## src/design/rbd_pkg.sv

```systemverilog
// rbd_pkg: shared types and codes for the ring buffer deque.
// Beat structs for both channels, operation and status codes, cell control.
// No dependencies.
`timescale 1ns / 1ps

package rbd_pkg;

    localparam int unsigned FIELD_W = 32;
    localparam int unsigned COUNT_W = 5;

    typedef enum logic [1:0] {
        FUNC_PUSH_FRONT = 2'd0,
        FUNC_PUSH_REAR  = 2'd1,
        FUNC_POP_FRONT  = 2'd2,
        FUNC_POP_REAR   = 2'd3
    } t_func;

    typedef enum logic [1:0] {
        ST_DONE  = 2'd0,
        ST_FULL  = 2'd1,
        ST_EMPTY = 2'd2
    } t_status;

    typedef struct packed {
        t_func                     func;
        logic signed [FIELD_W-1:0] value;
    } t_in_beat;

    typedef struct packed {
        t_status                   status;
        logic signed [FIELD_W-1:0] front_value;
        logic signed [FIELD_W-1:0] rear_value;
        logic [COUNT_W-1:0]        count;
    } t_out_beat;

    // Broadcast to every cell of the row.
    typedef struct packed {
        logic shift_right;  // push front: everyone moves one toward the rear
        logic shift_left;   // pop front: everyone moves one toward the front
        logic push_rear;    // the first free cell loads the word
    } t_cell_ctrl;

endpackage

```

## src/design/ring_buffer_deque.sv

```systemverilog
// ring_buffer_deque: fixed-capacity double-ended queue built as a row of cells.
// Instantiates rbd_cell (one per slot) and rbd_rear_sel; types from rbd_pkg.
//
// Usage:
//   Input channel i_in_valid / o_in_stall carries one operation per beat:
//   push front, push rear, pop front or pop rear (push carries a word).
//   Output channel o_out_valid / i_out_stall returns exactly one beat per
//   input beat: status (done, full, empty), front word, rear word, count.
//   An empty queue reports all ones for both words.
//   Storage is a row of DEPTH cells; the front word always sits in cell 0,
//   the rear word in cell count-1. Front ops shift the whole row one place;
//   a rear push writes only the first free cell, a rear pop touches no cell.
//   The row updates on the accepting edge; the result register then
//   samples the updated row once it is free to load, which sets o_out_valid.
//   Input stalls from the accept until that sample is taken, so a new item
//   is not accepted before the result of the last one has been formed.
//   Input is accepted while an earlier result still waits downstream.
//   When the receiver stalls, the result register holds; a following item
//   is accepted, then input stalls until that register frees up.
//   Reset clears count and handshake state; cell words are not reset and
//   are never reported before being written.
`timescale 1ns / 1ps

module ring_buffer_deque #(
    parameter int unsigned DEPTH      = 16,
    parameter int unsigned DATA_WIDTH = 32
) (
    input  logic               i_clk,
    input  logic               i_rst_n,
    input  logic               i_in_valid,
    output logic               o_in_stall,
    input  rbd_pkg::t_in_beat  i_in_beat,
    output logic               o_out_valid,
    input  logic               i_out_stall,
    output rbd_pkg::t_out_beat o_out_beat
);
    import rbd_pkg::*;

    localparam int unsigned CNT_W = $clog2(DEPTH + 1);

    // Handshake and control state
    logic               r_calc;       // row updated, result not yet formed
    logic               r_out_valid;
    t_status            r_status;
    t_out_beat          r_out;
    logic [CNT_W-1:0]   r_count;
    logic [CNT_W-1:0]   n_count;

    logic                  w_accept;
    logic                  w_out_free;
    logic                  w_full;
    logic                  w_empty;
    t_status               w_status;
    t_cell_ctrl            w_ctrl;
    logic [DATA_WIDTH-1:0] w_word;
    logic [DATA_WIDTH-1:0] w_rear;
    logic [DATA_WIDTH-1:0] w_data [DEPTH];
    logic [DATA_WIDTH-1:0] w_taps [DEPTH];

    assign w_accept   = i_in_valid && !o_in_stall;
    assign w_out_free = !r_out_valid || !i_out_stall;
    assign w_full     = (r_count == CNT_W'(DEPTH));
    assign w_empty    = (r_count == '0);

    // Pushed word keeps its low DATA_WIDTH bits, zero-extended when wider.
    assign w_word = DATA_WIDTH'($unsigned(i_in_beat.value));

    // Decode the operation against the current fill level.
    always_comb begin
        w_status = ST_DONE;
        w_ctrl   = '0;
        n_count  = r_count;
        case (i_in_beat.func)
            FUNC_PUSH_FRONT: begin
                if (w_full) begin
                    w_status = ST_FULL;
                end else begin
                    w_ctrl.shift_right = w_accept;
                    n_count            = r_count + CNT_W'(1);
                end
            end
            FUNC_PUSH_REAR: begin
                if (w_full) begin
                    w_status = ST_FULL;
                end else begin
                    w_ctrl.push_rear = w_accept;
                    n_count          = r_count + CNT_W'(1);
                end
            end
            FUNC_POP_FRONT: begin
                if (w_empty) begin
                    w_status = ST_EMPTY;
                end else begin
                    w_ctrl.shift_left = w_accept;
                    n_count           = r_count - CNT_W'(1);
                end
            end
            FUNC_POP_REAR: begin
                // Rear pop only drops the count; the cell keeps stale data.
                if (w_empty) begin
                    w_status = ST_EMPTY;
                end else begin
                    n_count = r_count - CNT_W'(1);
                end
            end
            default: begin
                w_status = ST_DONE;
            end
        endcase
    end

    always_ff @(posedge i_clk) begin
        if (!i_rst_n) begin
            r_count     <= '0;
            r_calc      <= 1'b0;
            r_out_valid <= 1'b0;
        end else begin
            if (w_accept) begin
                r_count <= n_count;
                r_calc  <= 1'b1;
            end else if (r_calc && w_out_free) begin
                r_calc <= 1'b0;
            end
            if (r_calc && w_out_free) begin
                r_out_valid <= 1'b1;
            end else if (!i_out_stall) begin
                r_out_valid <= 1'b0;
            end
        end
    end

    // Status rides alongside the row update; payload, no reset.
    always_ff @(posedge i_clk) begin
        if (w_accept) begin
            r_status <= w_status;
        end
    end

    // Cell row: cell 0 is the front. Its left neighbor is the pushed word.
    for (genvar g = 0; g < DEPTH; g++) begin : g_cell
        logic [DATA_WIDTH-1:0] w_left;
        logic [DATA_WIDTH-1:0] w_right;

        if (g == 0) begin : g_head
            assign w_left = w_word;
        end else begin : g_mid_l
            assign w_left = w_data[g-1];
        end

        if (g == DEPTH - 1) begin : g_tail
            assign w_right = '0;
        end else begin : g_mid_r
            assign w_right = w_data[g+1];
        end

        rbd_cell #(
            .IDX        (g),
            .DATA_WIDTH (DATA_WIDTH),
            .CNT_W      (CNT_W)
        ) u_cell (
            .i_clk        (i_clk),
            .i_ctrl       (w_ctrl),
            .i_count      (r_count),
            .i_word       (w_word),
            .i_left_data  (w_left),
            .i_right_data (w_right),
            .o_data       (w_data[g]),
            .o_rear_tap   (w_taps[g])
        );
    end

    rbd_rear_sel #(
        .DEPTH      (DEPTH),
        .DATA_WIDTH (DATA_WIDTH)
    ) u_rear_sel (
        .i_taps (w_taps),
        .o_rear (w_rear)
    );

    // Result register: samples the updated row once it is free to load.
    always_ff @(posedge i_clk) begin
        if (r_calc && w_out_free) begin
            r_out.status <= r_status;
            r_out.count  <= COUNT_W'(r_count);
            if (w_empty) begin
                r_out.front_value <= '1;
                r_out.rear_value  <= '1;
            end else begin
                r_out.front_value <= FIELD_W'(w_data[0]);
                r_out.rear_value  <= FIELD_W'(w_rear);
            end
        end
    end

    assign o_in_stall  = r_calc;
    assign o_out_valid = r_out_valid;
    assign o_out_beat  = r_out;

    // Checks
    a_count_bound: assert property (@(posedge i_clk) disable iff (!i_rst_n)
        r_count <= CNT_W'(DEPTH))
        else $error("fill count beyond capacity");

    a_empty_pop: assert property (@(posedge i_clk) disable iff (!i_rst_n)
        (w_accept && w_empty && (i_in_beat.func == FUNC_POP_FRONT ||
                                 i_in_beat.func == FUNC_POP_REAR))
        |=> (r_status == ST_EMPTY) && $stable(r_count))
        else $error("pop on empty queue not refused");

    a_full_push: assert property (@(posedge i_clk) disable iff (!i_rst_n)
        (w_accept && w_full && (i_in_beat.func == FUNC_PUSH_FRONT ||
                                i_in_beat.func == FUNC_PUSH_REAR))
        |=> (r_status == ST_FULL) && $stable(r_count))
        else $error("push on full queue not refused");

    a_empty_words: assert property (@(posedge i_clk) disable iff (!i_rst_n)
        (o_out_valid && o_out_beat.count == '0 && DEPTH < 32)
        |-> (o_out_beat.front_value == '1) && (o_out_beat.rear_value == '1))
        else $error("empty result must report all-ones words");

endmodule

```

## src/design/rbd_cell.sv

```systemverilog
// rbd_cell: one word slot of the deque row.
// Takes its neighbors' words on front ops, loads the pushed word on rear push.
// Depends on rbd_pkg.
`timescale 1ns / 1ps

module rbd_cell #(
    parameter int unsigned IDX        = 0,
    parameter int unsigned DATA_WIDTH = 32,
    parameter int unsigned CNT_W      = 5
) (
    input  logic                    i_clk,
    input  rbd_pkg::t_cell_ctrl     i_ctrl,
    input  logic [CNT_W-1:0]        i_count,
    input  logic [DATA_WIDTH-1:0]   i_word,
    input  logic [DATA_WIDTH-1:0]   i_left_data,
    input  logic [DATA_WIDTH-1:0]   i_right_data,
    output logic [DATA_WIDTH-1:0]   o_data,
    output logic [DATA_WIDTH-1:0]   o_rear_tap
);
    import rbd_pkg::*;

    logic [DATA_WIDTH-1:0] r_data;
    logic                  w_first_free;
    logic                  w_is_last;

    assign w_first_free = (i_count == CNT_W'(IDX));
    assign w_is_last    = (i_count == CNT_W'(IDX + 1));

    always_ff @(posedge i_clk) begin
        if (i_ctrl.shift_right) begin
            r_data <= i_left_data;
        end else if (i_ctrl.shift_left) begin
            r_data <= i_right_data;
        end else if (i_ctrl.push_rear && w_first_free) begin
            r_data <= i_word;
        end
    end

    assign o_data     = r_data;
    assign o_rear_tap = w_is_last ? r_data : '0;

endmodule

```

## src/design/rbd_rear_sel.sv

```systemverilog
// rbd_rear_sel: picks the rear word out of the cell row.
// At most one cell drives a nonzero tap, so the pick is a wide OR.
// Depends on rbd_pkg.
`timescale 1ns / 1ps

module rbd_rear_sel #(
    parameter int unsigned DEPTH      = 16,
    parameter int unsigned DATA_WIDTH = 32
) (
    input  logic [DATA_WIDTH-1:0] i_taps [DEPTH],
    output logic [DATA_WIDTH-1:0] o_rear
);
    import rbd_pkg::*;

    always_comb begin
        o_rear = '0;
        for (int i = 0; i < DEPTH; i++) begin
            o_rear = o_rear | i_taps[i];
        end
    end

endmodule

```

## config.mk

```make
export PLATFORM = sky130hd
export DESIGN_NAME = ring_buffer_deque
export DESIGN_NICKNAME = d
export VERILOG_FILES = /design/src/design/rbd_pkg.sv /design/src/design/ring_buffer_deque.sv /design/src/design/rbd_cell.sv /design/src/design/rbd_rear_sel.sv
export SDC_FILE = /design/constraint.sdc
export NUM_CORES = 1
export LEC_CHECK = 0
export ABC_AREA = 1
export BUFFER_PORTS_ARGS = -buffer_cell sky130_fd_sc_hd__buf_2
export CORE_UTILIZATION = 40
export CTS_CLUSTER_DIAMETER = 40
export DETAILED_ROUTE_END_ITERATION = 10
export HOLD_SLACK_MARGIN = 0.08
export REMOVE_ABC_BUFFERS = 1
export SYNTH_ARGS = -nofsm -noshare
export SYNTH_HDL_FRONTEND = slang
export SYNTH_SLANG_ARGS = --single-unit
```

## constraint.sdc

```tcl
create_clock -name i_clk -period 4.4 [get_ports i_clk]
set_input_delay 0.66 -clock i_clk [delete_from_list [all_inputs] [get_ports i_clk]]
set_output_delay 0.66 -clock i_clk [all_outputs]
set_load 0.05 [all_outputs]
```

==> Word-level counts from Yosys, hierarchy flattened <==
Index checks and enable logic that the tools add are counted.
{ "classes": {"add_sub_neg": 2, "eq_ne": 22, "muxes": 79, "n_bitwise": 15, "n_reduce_logical": 44} }
{ "ops": {"columns": ["cell", "count"], "rows": [
  ["$mux 32", 64],
  ["$or 32x32->32", 15],
  ["$reduce_bool 3->1", 16],
  ["$eq 5x4->1 const B", 8],
  ["$eq 5x3->1 const B", 4],
  ["$logic_and 1x1->1", 18],
  ["$eq 5x2->1 const B", 2],
  ["$mux 1", 10],
  ["$mux 5", 2],
  ["$pmux 5 s2", 1],
  ["$add 5x1->5 const B", 1],
  ["$eq 5x1->1 const B", 1],
  ["$eq 5x5->1 const B", 1],
  ["$logic_not 5->1", 1],
  ["$sub 5x1->5 const B", 1],
  ["$eq 2x2->1 const B", 2],
  ["$ne 2x2->1 const B", 2],
  ["$pmux 2 s2", 1],
  ["$reduce_or 2->1", 2],
  ["$logic_not 1->1", 3],
  ["$reduce_and 3->1", 1],
  ["$eq 2x1->1 const B", 1],
  ["$logic_not 2->1", 1],
  ["$mux 2", 1],
  ["other kinds (3)", 3]
]} }
{ "totals": {"ff_bits": 592, "in_bits": 38, "out_inout_bits": 73, "wordCells": 186} }

==> Longest topological paths before layout <==
Gate-level depths: netlist of run 1.
{ "depth": {"word_depth": 17, "ltp_mapped": 13, "mapped_depth_nobuf": 10} }

==> Cells and area by module <==
Synthesis of run 1 repeated with hierarchy kept, for this count alone.
{ "unflattened": {"hier_cells": 6112, "hier_area_um2": 42152.9} }
{ "by_module_without_submodules": {"columns": ["mod", "instances", "cells_per_inst", "area_each_um2", "seq_area_each_um2"], "rows": [
  ["rbd_cell (g_cell[2].u_cell ...)", 3, 320, 2203.4, 960.9],
  ["rbd_cell (g_cell[5].u_cell ...)", 2, 354, 2522.4, 960.9],
  ["rbd_cell (g_cell[10].u_cell ...)", 2, 323, 2258.4, 960.9],
  ["ring_buffer_deque", 1, 226, 3190.6, 2332.2],
  ["rbd_cell (g_cell[14].u_cell)", 1, 349, 2484.9, 960.9],
  ["rbd_cell (g_cell[15].u_cell)", 1, 351, 2387.3, 960.9],
  ["rbd_cell (g_cell[13].u_cell)", 1, 351, 2364.8, 960.9],
  ["rbd_cell (g_cell[3].u_cell)", 1, 351, 2358.5, 960.9],
  ["rbd_cell (g_cell[1].u_cell)", 1, 349, 2356.0, 960.9],
  ["rbd_cell (g_cell[7].u_cell)", 1, 351, 2353.5, 960.9],
  ["rbd_cell (g_cell[11].u_cell)", 1, 351, 2282.2, 960.9],
  ["rbd_cell (g_cell[0].u_cell)", 1, 321, 2207.1, 960.9],
  ["rbd_cell (g_cell[12].u_cell)", 1, 318, 2194.6, 960.9],
  ["rbd_rear_sel", 1, 480, 1801.7, 0.0]
]} }

==> Least setup slack after synthesis of run 1 <==
Ideal clock, no wire load.
{ "synth_timing": {"kind": "register -> register", "from": "register r_calc, in the netlist o_in_stall", "to": "register r_out (netlist bit o_out_beat[0]) (enable)", "setup_ns": 0.525, "t_arrival_ns": 4.305, "required_time_ns": 3.875, "slack_ns": -0.430, "path_stages_with_launch": 3, "n_path_buf": 0, "period_less_slack_ns": 4.830, "cell_sequence": "dfxtp_1 inv_1 a21oi_1"} }
{ "synth_between": {"elab_chain_len": 1} }
{ "synth_lines": {"columns": ["item", "line", "source"], "rows": [
  ["start, declared", "ring_buffer_deque.sv:42", "logic r_calc;"],
  ["start signal, assigned", "ring_buffer_deque.sv:115", "r_calc <= 1'b0;"],
  ["start signal, assigned", "ring_buffer_deque.sv:120", "r_calc <= 1'b1;"],
  ["start signal, assigned", "ring_buffer_deque.sv:122", "r_calc <= 1'b0;"],
  ["$logic_and 1x1->1", "ring_buffer_deque.sv:182", "if (r_calc && w_out_free) begin"],
  ["end, declared", "ring_buffer_deque.sv:45", "t_out_beat r_out;"]
]} }
No other way between the ends.
A chain may end at the register's enable or synchronous reset.

==> Worst setup path in the final report of run 1 <==
{ "layout_timing": {"from": "register r_count[0]", "to": "register g_cell[3].u_cell.r_data[22] (enable)"} }
{ "layout_between": {"elab_chain_len": 5} }
{ "layout_lines": {"columns": ["item", "line", "source"], "rows": [
  ["start, declared", "ring_buffer_deque.sv:46", "logic [CNT_W-1:0] r_count;"],
  ["start signal, assigned", "ring_buffer_deque.sv:119", "r_count <= n_count;"],
  ["$eq 5x5->1", "ring_buffer_deque.sv:62", "assign w_full = (r_count == CNT_W'(DEPTH));"],
  ["$mux 1", "ring_buffer_deque.sv:75, ring_buffer_deque.sv:83", null],
  ["$mux 1", "ring_buffer_deque.sv:73", "case (i_in_beat.func)"],
  ["$logic_and 1x1->1", "rbd_cell.sv:34", "end else if (i_ctrl.push_rear && w_first_free) begin"],
  ["$reduce_bool 3->1 (no source line) (*)", null, null],
  ["end signal, assigned", "rbd_cell.sv:31", "r_data <= i_left_data;"],
  ["end signal, assigned", "rbd_cell.sv:33", "r_data <= i_right_data;"],
  ["end signal, assigned", "rbd_cell.sv:35", "r_data <= i_word;"],
  ["end, declared", "rbd_cell.sv:22", "logic [DATA_WIDTH-1:0] r_data;"]
]} }
Mark *: on every way between the ends. The rest lies on a longest branch, timed or not.

==> impl_metrics.csv, run 1 <==
group,metric,value,unit
yosys,synth_top_cells_by_area,"edfxtp_1 57%, nand2_1 16%, nand3_1 15%",
yosys,synth_cell_type_count,26,
drt,vias,26994,
yosys,synth_seq_cells,592,
power_and_ir_drop,switchingPower,5.870,mW
grt,grt-busiest-layer,"met2",
drt,drt_first_pass_iters,8,
setup_path,critPathMaxFanout,20,
yosys,synth_seq_area_share,57.42,%
min_path,hold_path.class,"in -> reg",
setup_path,arrival,3.73,ns
yosys,synth_top_area_cell,"edfxtp_1",
setup_path,cp.required,4.71,ns
yosys,synth_top_area_share,56.97,%
grt,antenna_found_initial,1,
clock_tree,hold_buffers,0,
power_and_ir_drop,combinationalPowerShare,16.9,%
cells_and_area,drive_gt1_share,10.84,%
clock_tree,clockRootBuffer,"clkbuf_16",
floorplan,die_w,279.7,µm
yosys,yosysWarnings,0,
run,cap_violations,0,
clock_tree,path_clk_slew,0.05,ns
drt,ant_nets,0,
floorplan,die_y,279.7,µm
grt,grt_use_met3,4.696,%
cells_and_area,area_delta_synth_final,16.73,%
setup_path,r2r_slack,0.98,ns
setup_path,cp-start-kind,"flop",
floorplan,io_pins,111,
place,gp_congestion,0.8252,
grt,globalRouteOverflowTotal,0,
outcome,status,"completed",
drt,drt-initial-drc-count,3892,
timing,max_slew_margin,15.98,%
power_and_ir_drop,seq_power_share,39.6,%
floorplan,core_area,0.07608,mm²
grt,grt_max_degree,185,
grt,grt_pass1_vias,25124,
clock_tree,post_cts_buffers,0,
timing,fin_setup_tns,0,ns
drt,viasPerCell,5.651,
timing,slew_viol_final,0,
place,dp_hpwl,60390,µm
clock_tree,cts_sinks,592,
floorplan,start_util,40.53,%
timing,fin_worst_skew,0.02517,ns
power_and_ir_drop,p_leak,13.72,nW
timing,finalCriticalPeriod,3.419,ns
cells_and_area,diodes,0,
clock_tree,cts_buffer_depth,3,
setup_path,cp-end-kind,"flop",
yosys,synth_area,0.03084,mm²
clock_tree,tritoncts,"built",
place,placement.io_buffers,110,
power_and_ir_drop,powerDensity,510.0,mW/mm²
timing,setup_viol,0,
power_and_ir_drop,p_sw_share,31.97,%
cells_and_area,nets,3703,
timing,final_hold_viol_count,0,
power_and_ir_drop,peakVddDrop,0.4550,mV
timing,post-route-period-util,77.69,%
floorplan,dieArea,0.07821,mm²
timing,fmax,292.5,MHz
clock_tree,clock_latency,0.66,ns
drt,wl,106700,µm
power_and_ir_drop,p_clk_share,43.6,%
grt,grt.met1_usage,38.25,%
drt,wl_per_cell,22.34,µm
timing,worst_pin_slew,1.256,ns
grt,grt_pass1_wl,159900,µm
yosys,netlist_instances,3626,
floorplan,rows,101,
grt,grtUsageMet2,41.91,%
timing,rsz0062_at_grt,"false",
clock_tree,cts_resized,0,
yosys,syn_avg_cell_area,8.504,µm²
timing,hold_slack,0.2600,ns
clock_tree,cts_buffers,106,
setup_path,crit_type,"reg -> reg",
drt,drc,0,
grt,grt.total_usage,27.08,%
power_and_ir_drop,internal_power,12.49,mW
clock_tree,ctsHtreeMaxLevel,3,
stage by stage:
stage / instance area, µm² / instances / worst slack (ns) / utilization [%] / power [mW]
finish: 36000 / 4777 / 0.9814 / 47.32 / 18.36
global route: 36000 / 4777 / 0.8156 / 47.32 / 18.96
CTS: 36000 / 4777 / 1.031 / 47.32 / 18.39
detailed placement: 32530 / 4581 / 1.049 / 42.76 / 10.43
global placement: 32530 / 4581 / 1.108 / 42.76 / 10.42
floorplan: 29720 / 3374 / -11.21 / - / 8.762
critical path, cell delays in order, from the launching register on:
cell and delay (ns):
dfxtp_1 0.41, inv_1 0.13, ha_1 0.26, nand2_1 0.15, inv_1 0.07, nand2_1 0.14
nand4_1 0.10, buf_4 0.29, o21ai_4 1.03, buf_4 0.46
power groups by stage:
stage | clock network, mW | logic [mW] | registers [mW]
final | 7.99 | 3.10 | 7.26
after global routing | 8.30 | 3.35 | 7.31
after CTS | 8.06 | 3.08 | 7.26
after detailed placement | 0 | 3.07 | 7.36
after global placement | 0 | 3.05 | 7.36
after floorplan | 0 | 1.42 | 7.35
synthesized netlist by cell type:
master / number
nand2_1: 1296
nand3_1: 935
edfxtp_1: 585
inv_1: 230
clkbuf_1: 171
nor2_1: 160
o21ai_0: 79
buf_2: 56
nand4_1: 47
buf_1: 12
buf_6: 11
nand2_4: 10
a21oi_1: 7
dfxtp_1: 7
ha_1: 6
inv_2: 3
xnor2_1: 2
a211oi_1: 1
a22oi_1: 1
buf_4: 1
buf_8: 1
mux2i_1: 1
nor2_4: 1
nor3_4: 1
or2_2: 1
xor2_1: 1
cell families (layout without fill, tap and decap cells):
kind of cell | count (synthesis) | count (layout) | share of synthesized area [%]
XOR/XNOR | 3 | 3 | 0.08522
AO/OA/AOI/OAI | 88 | 88 | 1.444
multiplexers | 1 | 1 | 0.03246
buffers and inverters | 485 | 606 | 6.447
adder cells (fa/ha/maj) | 6 | 6 | 0.2434
flip-flops | 592 | 592 | 57.42
AND/OR/NAND/NOR | 2451 | 2451 | 34.33
flip-flops by register name, indices dropped and copies added (netlist names):
register              cells
o_out_valid               1
r_status                  2
o_out_beat               71
g_cell.u_cell.o_data    512
o_in_stall                1
r_count                   5
layer usage:
metal | wire length (µm) | part of all wire (%)
met5 | 0 | 0
met4 | 3209 | 3.0
met3 | 10860 | 10
met1 | 43560 | 41
met2 | 49090 | 46
layout by cell type (no fill, tap or decap):
master         n
a21oi_4        1
inv_8          1
clkbuf_16    108
buf_4         56
clkinv_8       3
nor2_2         1
inv_1        230
a21oi_1        6
ha_1           6
nor3_4         1
inv_2          1
nand2_2        1
bufinv_16      6
clkbuf_1      11
or2_2          1
nor2_4        15
nand4_1       47
xor2_1         1
nand3_2        1
o21ai_0       63
clkinv_1       7
a211oi_1       1
inv_6         16
a22oi_1        1
clkinv_2      13
dfxtp_1        7
clkinvlp_4    13
nand2_4       11
buf_2        110
o21ai_4       16
clkinv_4      19
inv_4          1
xnor2_1        2
mux2i_1        1
nand2_1     1294
nor2_1       145
buf_12        11
edfxtp_1     585
nand3_1      934
layout make-up:
cell class                      count  area, µm²
Fill cell                        7411      40080
Inverter                          233      884.6
Sequential cell                   592      17710
Multi-Input combinational cell   2549      11460
Tap cell                         1030       1289
Clock buffer                      119       2744
Clock inverter                     77      724.4
Timing Repair Buffer              177       1191
path summary, 6_finish.rpt:
kind	cells past startpoint	startpoint	end
hold / removal	3	i_rst_n	r_count[3]$_SDFFE_PN0P_
setup reg to reg	9	r_count[0]$_SDFFE_PN0P_	g_cell[3].u_cell.o_data[22]$_DFFE_PP_
hold reg to reg	0	r_status[1]$_SDFFCE_PP0P_	o_out_beat[70]$_DFFE_PP_
setup / recovery	9	r_count[0]$_SDFFE_PN0P_	g_cell[3].u_cell.o_data[22]$_DFFE_PP_
No activity file was read; power rests on OpenSTA's default activity.
==> run 2: changes to the inputs <==
- clock period: 4.4 -> 2.79 ns (I/O delays scaled with it)
==> run 2 against run 1 <==
  * Sequential share of layout area fell by 1.9 points
  * Cell area rose by 4.0%
  * Register-to-register slack got worse by 0.77 ns
  * Critical endpoint is now g_cell[12].u_cell.o_data[20]$_DFFE_PP_
  * Largest cell class unchanged
==> impl_metrics.csv, run 2 (same netlist as run 1, synthesis figures left out) <==
group,metric,value,unit
outcome,status,"completed",
timing,max_slew_margin,28.99,%
timing,fin_setup_tns,0,ns
power_and_ir_drop,powerDensity,794.2,mW/mm²
power_and_ir_drop,switchingPower,9.252,mW
clock_tree,cts_buffers,101,
cells_and_area,final_common_cell,"nand2_1",
timing,fmax,388.4,MHz
setup_path,r2r-start,"r_count[0]$_SDFFE_PN0P_",
timing,setup_viol,0,
floorplan,die_w,279.7,µm
drt,drc,0,
timing,hold_slack,0.1126,ns
cells_and_area,nets,3798,
power_and_ir_drop,peakVddDrop,0.5644,mV
grt,grt_pass1_wl,158000,µm
clock_tree,path_clk_slew,0.05,ns
timing,slew_viol_final,0,
power_and_ir_drop,p_clk_share,43.7,%
min_path,min_from,"i_in_beat[17]",
floorplan,start_util,40.53,%
cells_and_area,design_area,0.03744,mm²
drt,vias,27348,
timing,post-route-period-util,92.29,%
setup_path,cp-end-kind,"flop",
drt,viasPerCell,5.614,
setup_path,cp.required,3.14,ns
grt,antenna_found_initial,0,
timing,rsz0062_at_grt,"true",
drt,ant_nets,0,
power_and_ir_drop,seq_power_share,38.4,%
grt,globalRouteOverflowTotal,0,
run,cap_violations,0,
power_and_ir_drop,p_leak,14.38,nW
cells_and_area,area_delta_synth_final,21.41,%
cells_and_area,largest_reg_flops,512,
setup_path,cp-start-kind,"flop",
cells_and_area,diodes,0,
place,gp_congestion,0.8465,
cells_and_area,drive_gt1_share,12.50,%
floorplan,dieArea,0.07821,mm²
setup_path,arrival,2.93,ns
clock_tree,clock_latency,0.67,ns
setup_path,crit_type,"reg -> reg",
drt,drt_first_pass_iters,8,
grt,grt_max_degree,181,
place,dp_hpwl,62050,µm
floorplan,io_pins,111,
clock_tree,cts_buffer_depth,3,
power_and_ir_drop,internal_power,20.48,mW
floorplan,die_y,279.7,µm
drt,wl,104800,µm
grt,grt.total_usage,26.66,%
clock_tree,ctsHtreeMaxLevel,3,
clock_tree,clockRootBuffer,"clkbuf_16",
place,placed_cell_area,0.03341,mm²
timing,final_hold_viol_count,0,
timing,finalCriticalPeriod,2.575,ns
power_and_ir_drop,combinationalPowerShare,17.9,%
floorplan,core_area,0.07608,mm²
drt,wl_per_cell,21.51,µm
grt,grt_pass1_vias,25608,
setup_path,critPathMaxFanout,16,
cells_and_area,final_cell_mix,"1283 x nand2_1, 934 x nand3_1, 585 x edfxtp_1",
timing,worst_pin_slew,1.063,ns
power_and_ir_drop,p_sw_share,31.12,%
power_and_ir_drop,design_power_total,29.73,mW
drt,drt-initial-drc-count,3652,
floorplan,rows,101,
clock_tree,tritoncts,"built",
clock_tree,cts_sinks,592,
setup_path,cp-startpoint,"r_count[0]$_SDFFE_PN0P_",
min_path,hold_path.class,"in -> reg",
place,placement.io_buffers,110,
timing,fin_worst_skew,0.02546,ns
==> run 2: area by class of cell <==
class                      instances  area, µm²
clock buffer                     114       2629
clock inverter                    76      912.1
fill                            7288      38640
inverter                         233      884.6
multi-input combinational       2549      11480
sequential                       592      17710
tap                             1030       1289
timing repair buffer             277       2535
==> run 2: power by group through the flow <==
stage | clock, mW | sequential (mW) | combinational, mW
4_1_cts | 13.1 | 11.4 | 5.27
3_3_place_gp | 0 | 11.6 | 5.19
6_report | 13.0 | 11.4 | 5.33
2_1_floorplan | 0 | 11.4 | 1.92
5_1_grt | 13.5 | 11.5 | 5.77
3_5_place_dp | 0 | 11.6 | 5.21
==> run 2: layer usage <==
layer,vias to the layer above,GRT usage (%),wire length (µm)
met5,-,0,0
met4,0,9.766,3794
met3,235,4.495,10530
met2,1518,42.30,48490
met1,13061,36.65,41990
li1,12534,-,-
==> run 2: critical path, stage by stage, from the launching register on <==
cell and delay [ns]:
dfxtp_1 0.41, inv_1 0.09, ha_1 0.24, nand2_1 0.14, inv_1 0.07, nand2_1 0.12, nand4_1 0.21, buf_12 0.26
o21ai_4 0.47, buf_12 0.25
==> run 2: path summary, 6_finish.rpt <==
path / end / slack, ns / cells after the start
worst max-delay path: g_cell[12].u_cell.o_data[20]$_DFFE_PP_ / 0.22 / 9
worst min-delay path: g_cell[0].u_cell.o_data[17]$_DFFE_PP_ / 0.11 / 3
worst max register to register: g_cell[12].u_cell.o_data[20]$_DFFE_PP_ / 0.22 / 9
worst min register to register: o_out_beat[69]$_DFFE_PP_ / 0.42 / 0
==> run 2: what timing repair did <==
action / CTS / global route
hold endpoints to repair: 31 / 0
setup endpoints to repair: 0 / 162
hold buffers: 29 / 0
resized for setup: 0 / 12
buffers inserted: 0 / 15
==> run 2: through the flow <==
stage               setup WS [ns]  cells  utilization [%]
global placement          0.08436   4637            43.92
global route            -0.005693   4871            49.21
floorplan                  -12.82   3374                -
CTS                       0.05062   4856            48.95
finish                     0.2151   4871            49.21
detailed placement        0.09635   4637            43.92
